File: config.mk
export PLATFORM = sky130hd
export DESIGN_NAME = utf8_lossy_sanitizer
export DESIGN_NICKNAME = d
export VERILOG_FILES = /design/src/rtl/u8ls_pkg.sv /design/src/rtl/u8ls_decode.sv /design/src/rtl/utf8_lossy_sanitizer.sv
export SDC_FILE = /design/constraint.sdc
export NUM_CORES = 1
export LEC_CHECK = 0
export ABC_CLOCK_PERIOD_IN_PS = 16850
export BUFFER_PORTS_ARGS = -buffer_cell sky130_fd_sc_hd__buf_2
export CELL_PAD_IN_SITES_DETAIL_PLACEMENT = 0
export CELL_PAD_IN_SITES_GLOBAL_PLACEMENT = 1
export CORE_UTILIZATION = 50
export DETAILED_ROUTE_END_ITERATION = 8
export PLACE_DENSITY_LB_ADDON = 0.1
export SKIP_CTS_REPAIR_TIMING = 1
export SLEW_MARGIN = 20
export SYNTH_ARGS = -nofsm -noshare
export SYNTH_HDL_FRONTEND = slang
export SYNTH_SLANG_ARGS = --single-unit
File: constraint.sdc
create_clock -name clk -period 16.85 [get_ports clk]
set_input_delay 0.8425 -clock clk [delete_from_list [all_inputs] [get_ports clk]]
set_output_delay 0.8425 -clock clk [all_outputs]
set_load 0.005 [all_outputs]
File: src/rtl/u8ls_pkg.sv
// Shared types and constants for the UTF-8 lossy sanitizer.
package u8ls_pkg;

  localparam int unsigned MAX_RUN = 6;
  localparam int unsigned RUN_CNT_W = $clog2(MAX_RUN + 1);

  localparam logic [7:0] REPL_B0 = 8'hEF;
  localparam logic [7:0] REPL_B1 = 8'hBF;
  localparam logic [7:0] REPL_B2 = 8'hBD;

  localparam logic [7:0] ASCII_END = 8'h80;
  localparam logic [7:0] LEAD2_MIN = 8'hC2;
  localparam logic [7:0] LEAD3_MIN = 8'hE0;
  localparam logic [7:0] LEAD4_MIN = 8'hF0;
  localparam logic [7:0] LEAD_END  = 8'hF5;
  localparam logic [7:0] CONT_MIN  = 8'h80;
  localparam logic [7:0] CONT_MAX  = 8'hBF;
  localparam logic [7:0] LEAD_E0   = 8'hE0;
  localparam logic [7:0] LEAD_ED   = 8'hED;
  localparam logic [7:0] LEAD_F0   = 8'hF0;
  localparam logic [7:0] LEAD_F4   = 8'hF4;
  localparam logic [7:0] E0_MIN    = 8'hA0;
  localparam logic [7:0] ED_MAX    = 8'h9F;
  localparam logic [7:0] F0_MIN    = 8'h90;
  localparam logic [7:0] F4_MAX    = 8'h8F;

  typedef struct packed {
    logic [7:0] in_byte;
    logic       in_last;
  } in_t;

  typedef struct packed {
    logic [7:0] out_byte;
    logic       run_last;
    logic       string_end;
  } out_t;

  typedef struct packed {
    logic [MAX_RUN-1:0][7:0] bytes;
    logic [RUN_CNT_W-1:0]    cnt;
  } run_t;

endpackage

File: src/rtl/u8ls_decode.sv
// Sequence tracker: holds the pending sequence and forms the output run of one request.
module u8ls_decode (
  input  logic          clk,
  input  logic          rst,
  input  logic          take,
  input  u8ls_pkg::in_t req,
  output u8ls_pkg::run_t run
);
  import u8ls_pkg::*;

  logic [2:0][7:0] pend;
  logic [2:0][7:0] pend_next;
  logic [1:0]      pcount;
  logic [1:0]      pcount_next;
  logic [2:0]      elen;
  logic [2:0]      elen_next;

  logic [7:0]           b;
  logic [7:0]           lo;
  logic [7:0]           hi;
  logic                 fits;
  logic                 redo;
  logic [RUN_CNT_W-1:0] n;
  logic [MAX_RUN-1:0][7:0] bytes;

  assign b = req.in_byte;

  always_comb begin
    lo = CONT_MIN;
    hi = CONT_MAX;
    if (pcount == 2'd1) begin
      case (pend[0])
        LEAD_E0: lo = E0_MIN;
        LEAD_ED: hi = ED_MAX;
        LEAD_F0: lo = F0_MIN;
        LEAD_F4: hi = F4_MAX;
        default: begin
          lo = CONT_MIN;
          hi = CONT_MAX;
        end
      endcase
    end
  end

  assign fits = (b >= lo) && (b <= hi);

  always_comb begin
    n           = '0;
    bytes       = '0;
    pend_next   = pend;
    pcount_next = pcount;
    elen_next   = elen;
    redo        = 1'b0;

    if (pcount == 2'd0) begin
      redo = 1'b1;
    end else if (fits) begin
      if ({1'b0, pcount} + 3'd1 == elen) begin
        for (int k = 0; k < 3; k++) begin
          if (k < int'(pcount)) begin
            bytes[n] = pend[k];
            n = n + RUN_CNT_W'(1);
          end
        end
        bytes[n] = b;
        n = n + RUN_CNT_W'(1);
        pcount_next = '0;
        elen_next   = '0;
      end else begin
        pend_next[pcount] = b;
        pcount_next = pcount + 2'd1;
      end
    end else begin
      bytes[n] = REPL_B0;
      n = n + RUN_CNT_W'(1);
      bytes[n] = REPL_B1;
      n = n + RUN_CNT_W'(1);
      bytes[n] = REPL_B2;
      n = n + RUN_CNT_W'(1);
      pcount_next = '0;
      elen_next   = '0;
      redo = 1'b1;
    end

    if (redo) begin
      if (b < ASCII_END) begin
        bytes[n] = b;
        n = n + RUN_CNT_W'(1);
      end else if (b < LEAD2_MIN || b >= LEAD_END) begin
        bytes[n] = REPL_B0;
        n = n + RUN_CNT_W'(1);
        bytes[n] = REPL_B1;
        n = n + RUN_CNT_W'(1);
        bytes[n] = REPL_B2;
        n = n + RUN_CNT_W'(1);
      end else begin
        pend_next[0] = b;
        pcount_next  = 2'd1;
        elen_next    = (b < LEAD3_MIN) ? 3'd2 : (b < LEAD4_MIN) ? 3'd3 : 3'd4;
      end
    end

    if (req.in_last && pcount_next != 2'd0) begin
      bytes[n] = REPL_B0;
      n = n + RUN_CNT_W'(1);
      bytes[n] = REPL_B1;
      n = n + RUN_CNT_W'(1);
      bytes[n] = REPL_B2;
      n = n + RUN_CNT_W'(1);
      pcount_next = '0;
      elen_next   = '0;
    end
  end

  assign run.bytes = bytes;
  assign run.cnt   = n;

  always_ff @(posedge clk) begin
    if (rst) begin
      pcount <= '0;
      elen   <= '0;
    end else if (take) begin
      pcount <= pcount_next;
      elen   <= elen_next;
    end
  end

  always_ff @(posedge clk) begin
    if (take) begin
      pend <= pend_next;
    end
  end

endmodule

File: src/rtl/utf8_lossy_sanitizer.sv
// Top level: byte-stream UTF-8 sanitizer with U+FFFD replacement of maximal subparts.
// The first output byte of a request is registered and valid in the cycle after the request is accepted.
// Throughput: one request per cycle while each yields at most one byte and dst_ready is high;
// a request that yields n bytes (up to six) holds the output register until all n are delivered.
// Reset (synchronous, active high) empties the output register and the pending sequence.
module utf8_lossy_sanitizer (
  input  logic           clk,
  input  logic           rst,
  input  logic           src_valid,
  output logic           src_ready,
  input  u8ls_pkg::in_t  src_data,
  output logic           dst_valid,
  input  logic           dst_ready,
  output u8ls_pkg::out_t dst_data
);
  import u8ls_pkg::*;

  run_t                    run;
  logic                    take;
  logic                    pop;
  logic [MAX_RUN-1:0][7:0] buf_bytes;
  logic [RUN_CNT_W-1:0]    buf_cnt;
  logic                    buf_end;

  u8ls_decode u_decode (
    .clk  (clk),
    .rst  (rst),
    .take (take),
    .req  (src_data),
    .run  (run)
  );

  assign dst_valid = (buf_cnt != '0);
  assign pop       = dst_valid && dst_ready;
  assign src_ready = (buf_cnt == '0) || ((buf_cnt == RUN_CNT_W'(1)) && dst_ready);
  assign take      = src_valid && src_ready;

  assign dst_data.out_byte   = buf_bytes[0];
  assign dst_data.run_last   = (buf_cnt == RUN_CNT_W'(1));
  assign dst_data.string_end = (buf_cnt == RUN_CNT_W'(1)) && buf_end;

  always_ff @(posedge clk) begin
    if (rst) begin
      buf_cnt <= '0;
    end else if (take) begin
      buf_cnt <= run.cnt;
    end else if (pop) begin
      buf_cnt <= buf_cnt - RUN_CNT_W'(1);
    end
  end

  always_ff @(posedge clk) begin
    if (take) begin
      buf_bytes <= run.bytes;
      buf_end   <= src_data.in_last;
    end else if (pop) begin
      buf_bytes <= {8'h00, buf_bytes[MAX_RUN-1:1]};
    end
  end

`ifndef SYNTHESIS
  a_cnt_range: assert property (@(posedge clk) disable iff (rst)
    buf_cnt <= RUN_CNT_W'(MAX_RUN))
    else $error("output run count out of range");

  a_empty_run: assert property (@(posedge clk) disable iff (rst)
    take && run.cnt == '0 |=> !dst_valid)
    else $error("request with no output left output valid");

  a_drain: assert property (@(posedge clk) disable iff (rst)
    pop && buf_cnt == RUN_CNT_W'(1) && !take |=> !dst_valid)
    else $error("output valid after final byte of run");

  a_accept_only_when_drained: assert property (@(posedge clk) disable iff (rst)
    take |-> (buf_cnt == '0) || (buf_cnt == RUN_CNT_W'(1) && pop))
    else $error("request accepted over undelivered output");
`endif

endmodule
# Yosys cells after proc, flatten, opt, wreduce, memory -nomap -nowiden
# Index checks and enable logic that the tools add are counted.
# word_totals
output_inout_bits	12
in_bits	13
regBits	81
elab_cells	202
# classes
reduce_logical	24
mux	96
bitwise_logic	20
n_addsub	12
n_lt_le_gt_ge	30
n_eq_ne	7
# ops
op	count
two-way mux 48 bit	16
demux 8 bit (select 3 bit)	9
bitwise mux 48 bit	4
two-way mux 8 bit	22
OR 42 bit	4
two-way mux 3 bit	29
OR 36 bit	2
two-way mux 24 bit	2
less-than comparator 3 x 4 -> 1 bit (second input constant)	9
equality test 8 bit (second input constant)	4
less-than comparator 8 bit (second input constant)	4
adder 3 x 1 -> 3 bit (second input constant)	9
>= comparator 3 x 1 -> 1 bit (second input constant)	9
bitwise AND 12 bit	2
bitwise AND 6 bit	4
bitwise mux 24 bit	1
NOT 12 bit	2
NOT 6 bit	4
one-hot mux 6 bit (2 select lines)	2
demux 8 bit (select 2 bit)	1
logical AND 1 bit	16
two-way mux 2 bit	7
>= comparator 8 bit	1
>= comparator 8 bit (second input constant)	1
19 further kinds	25

# Longest topological paths before layout
# depth
word_depth	37
mapped_depth	26
depth_no_buf	22

# Modules after synthesis
# A second synthesis with hierarchy kept.
# hier_totals
cells_unflattened	535
hier_area_um2	5572.8
# by_module_without_submodules
module	area_each_um2	cells_per_inst	seq_area_each_um2	instances
u8ls_decode	3229.3	392	820.8	1
utf8_lossy_sanitizer	2343.5	143	1531.5	1

# Worst setup path after synthesis
# OpenSTA, ideal clock, no wires.
# synth_timing
path_kind	reg-to-reg
startpoint	register u_decode.pcount[1]
endpoint	register buf_bytes[12] in the netlist's numbering (data pin)
synth_period_minus_slack_ns	5.723
path_buffers	4
required_ns	16.589
arrival_time_ns	5.462
path_stages_with_launch	24
setup_time_ns	0.261
slack_ns	11.127
path_cell_list	dfxtp_1 -> inv_1 -> ha_1 -> clkbuf_1 -> clkbuf_1 -> nand3_1 -> nor4_1 -> ha_1 -> and3b_1 -> a221o_2 -> and3_2 -> buf_2 -> a21o_1 -> buf_4 -> ha_1 -> inv_1 -> o221ai_2 -> inv_1 -> ha_1 -> xnor2_1 -> xnor2_4 -> mux2_4 -> nor2_2 -> o32a_1
# synth_via
elab_chain_len	35
word_cells_on_any_way	122
classes_between	add/sub: 10; order compare: 23; eq/ne: 2; mux: 66; bitwise: 8; reduce/logical: 13
# synth_rtl
element	line	source
start, declared	u8ls_decode.sv:13	logic [1:0] pcount;
start signal, assigned	u8ls_decode.sv:123	pcount <= pcount_next;
branches (longest 33 deep; another with adder 3 x 1 -> 3 bit)	n/a	
two-way mux 48 bit *	u8ls_decode.sv:103	if (req.in_last && pcount_next != 2'd0) begin
two-way mux 48 bit *	utf8_lossy_sanitizer.sv:53	if (take) begin
end signal, assigned	utf8_lossy_sanitizer.sv:54	buf_bytes <= run.bytes;
end signal, assigned	utf8_lossy_sanitizer.sv:57	buf_bytes <= {8'h00, buf_bytes[MAX_RUN-1:1]};
end, declared	utf8_lossy_sanitizer.sv:21	logic [MAX_RUN-1:0][7:0] buf_bytes;
# Every way passes the cells marked *. The select of a mux whose other input is x is not followed.
# A chain may end at the register's enable or synchronous reset.

# Final worst setup path
# layout_timing
startpoint	register u_decode.pcount[1]
endpoint	register buf_bytes[36] in the netlist's numbering (data pin)
# The elaborated chain is that of the path after synthesis.

==> impl_metrics.tcl <==
set metrics [dict create \
    outcome "complete, no violations" \
    post_route_cells_drive_above_1_share_pct 14.2 \
    cts_buf_count 9 \
    routed_wire_length_per_instance_microns 21.3 \
    mappedNetlistNets 609 \
    clock_insertion_delay_worst_skew_ns 0.36 \
    fin_crit_ns 6.52 \
    fillers 989 \
    area_delta_synth_final_pct 4.40 \
    max_slew.worst_pin.slew_ns 1.05 \
    cts.reportedPaths.clkPinSlew_ns 0.09 \
    cts.sinks 81 \
    layout.cell_area.non_filler_sq_um 5680 \
    path_cells "inv_1, ha_1, nand3_1, nor4_1, ha_1, and3b_1, a221o_2, and3_2, a21o_1, ha_1, inv_1, o221ai_2, inv_1, ha_1, xnor2_1, xnor2_4, o2bb2ai_1, a221oi_2, a21oi_1" \
    vias 4499 \
    grt_setup_unrepaired "false" \
    final_util_pct 54.5 \
    synth_top_area_share_pct 40.3 \
    multi_input_combinational_cell_area_sq_um 2740 \
    finalWirelength_microns 15100 \
    crit_fanout 18 \
    placeableCoreArea_sq_um 10400 \
    hold_path.class "reg2reg" \
    yosys_warnings 0 \
    synthFlopType "edfxtp_1" \
    yosys.cell_count.top_type "nand2_1" \
    synth_async_sr_flop_share_pct 0 \
    drt_iter0_drc 475 \
    cts_max_level 3 \
    clock_tree.buffer_depth 2 \
    final_nets 603 \
    grt_start_max_net_pins 55 \
    drt_pass1_iterations 5 \
    worst_setup_path_end_kind "flip-flop" \
    postRouteAntennaNets 0 \
    yosys-top-cells-area "edfxtp_1, a21oi_1, nand2_1, nor2_1, ha_1" \
    synth-edff-count 73 \
    antenna_violations_before_repair 0 \
    netlist_area_sq_um 5440 \
    synth_seq_area_share_pct 43.3 \
    effective_utilization_at_floorplan_pct 52.2 \
    synth_top_cell_by_area "edfxtp_1" \
    slowest_library_cell_on_the_worst_path "ha_1" \
    max_freq_mhz 153 \
    route.detailed.vias_per_inst 6.32 \
    final.period_utilization_pct 38.7 \
    worst_slew_margin_rel_pct 29.7 \
    place.gp.congestion 0.931 \
    via_count_of_the_first_global_routing_pass 4153 \
    power_per_cell_area_nw_per_um2 137 \
    sequential_cell_area_sq_um 2350 \
    dieWidth_microns 106 \
    critical_path_arrival_ns 6.62 \
    worst_ir_drop_vdd_mv 0.0674 \
    design.portCount 25 \
    cts_tree "built" \
    critical_path.max_stage_delay_ns 0.57 \
    io_buffer_count 24 \
    die_area_sq_um 11300 \
    num_rows 37 \
    synth.top_cells.by_count "nand2_1, edfxtp_1, nor2_1, a21oi_1, o21ai_0" \
    cap_violations 0 \
    worst_clock_skew_ns 0.0125 \
    post-route-drc-count 0 \
    start_kind "flip-flop" \
    timing.final.max_slew_violations 0 \
    finalSetupViolations 0 \
    setup-tns-final_ns 0 \
    cts_root_buf "clkbuf_8" \
    syn-mean-instance-area_sq_um 9.42 \
    synthesis.instances 577 \
    grt_remaining_overflow 0 \
    total_leakage_power_nw 2.00 \
    crit_family "compound AO/OA/AOI/OAI gates" \
    critical-path-top-cell-by-count "ha_1" \
    synth_cell_types 88 \
    die-height_microns 106 \
    gr-usage-all-layers_pct 28.2 \
    antennaDiodeCount 0 \
    final-hold-violation-count 0 \
    detailed_place.area_sq_um 5480 \
    placed_wire_length_estimate_microns 10900 \
    synth-seq-cells 81 \
    grt_first_pass_wirelength_microns 23600 \
    critical_path_buf_inv_count 3 \
    critPathKind "reg2reg" \
    worst_ep_required_time_ns 16.95 \
]
## flip-flops by register name, summed over array words and instances, names as in the netlist
register and flops:
buf_bytes 40, u_decode.pend 24, u_decode.elen 3, dst_data 8
buf_cnt 3, buf_end 1, u_decode.pcount 2
## cell families (layout without fill, tap and decap cells)
logic type / Yosys count / after routing / synth area share, %
simple gates: 219 / 219 / 19.5
compound gates: 178 / 178 / 22.3
flops: 81 / 81 / 43.3
buf+inv: 62 / 61 / 6.37
fa+ha+maj: 19 / 19 / 4.37
xor+xnor: 15 / 15 / 3.45
mux: 3 / 3 / 0.644
## routing by layer
layer  global-route usage, %  up-vias  wire length [microns]
met2                    43.2      203                   6810
li1                        -     2120                      -
met5                       0        -                      0
met1                    39.1     2138                   6730
met4                    12.4        0                    557
met3                    5.09       38                   1040
## layout by cell type, fill, tap and decap left out, types with 3 or more instances in the layout
cell and n:
nand2_1 74, nand4_1 7, dfxtp_1 8, a21oi_1 60
o211ai_1 4, a22o_1 4, edfxtp_1 73, o31ai_1 7
a22oi_1 8, o32ai_1 3, buf_2 24, or3_2 3
and3_1 5, nor4_1 3, and2_1 6, o21ai_0 32
o22a_1 4, nand3_1 18, and3_2 3, a211oi_2 3
clkbuf_8 9, ha_1 19, xor2_1 3, nor3_1 9
buf_4 4, xnor2_1 9, inv_1 12, a211oi_1 4
or3_1 3, nor2_1 66, o22ai_1 3, o311ai_0 3
a31oi_1 8, nand2b_1 6
## power breakdown
group / switching [mW] / internal, mW
registers: 0.0315 / 0.323
logic: 0.183 / 0.0967
clock network: 0.0737 / 0.0681
## path summary, 6_finish.rpt
kind                           start  cells past startpoint  slack (ns)            end
setup / recovery  u_decode.pcount[1]                     19       10.33  buf_bytes[36]
hold reg to reg           buf_cnt[1]                      2        0.46     buf_cnt[1]
setup reg to reg  u_decode.pcount[1]                     19       10.33  buf_bytes[36]
hold / removal            buf_cnt[1]                      2        0.46     buf_cnt[1]
## through the flow
stage               total power, mW  worst slack (ns)  hold slack, ns  cells
floorplan                     0.563             11.13           0.436    577
global placement              0.633             10.64           0.445    696
detailed placement            0.636             10.37           0.449    696
CTS                           0.777             10.36           0.461    712
global route                  0.823              9.94           0.497    712
finish                        0.776             10.33           0.460    712
## area by class of cell
type | count | share of cell area (%)
multi-input cells | 434 | 48.2
flip-flops and latches | 81 | 41.4
well taps | 136 | 3.00
repair buffers | 28 | 2.65
clock buffers | 9 | 2.18
clock inverters | 7 | 1.26
inverters | 17 | 1.23
## worst register-to-register path, delay by kind of cell, from the launching register on
kind / cells / cell delay [ns]
buf+inv: 3 / 0.51
compound gates: 6 / 1.94
fa+ha+maj: 4 / 1.72
simple gates: 4 / 1.04
xor+xnor: 2 / 0.67
flops: 1 / 0.38
Note: power is estimated with default switching activity, not from simulation.
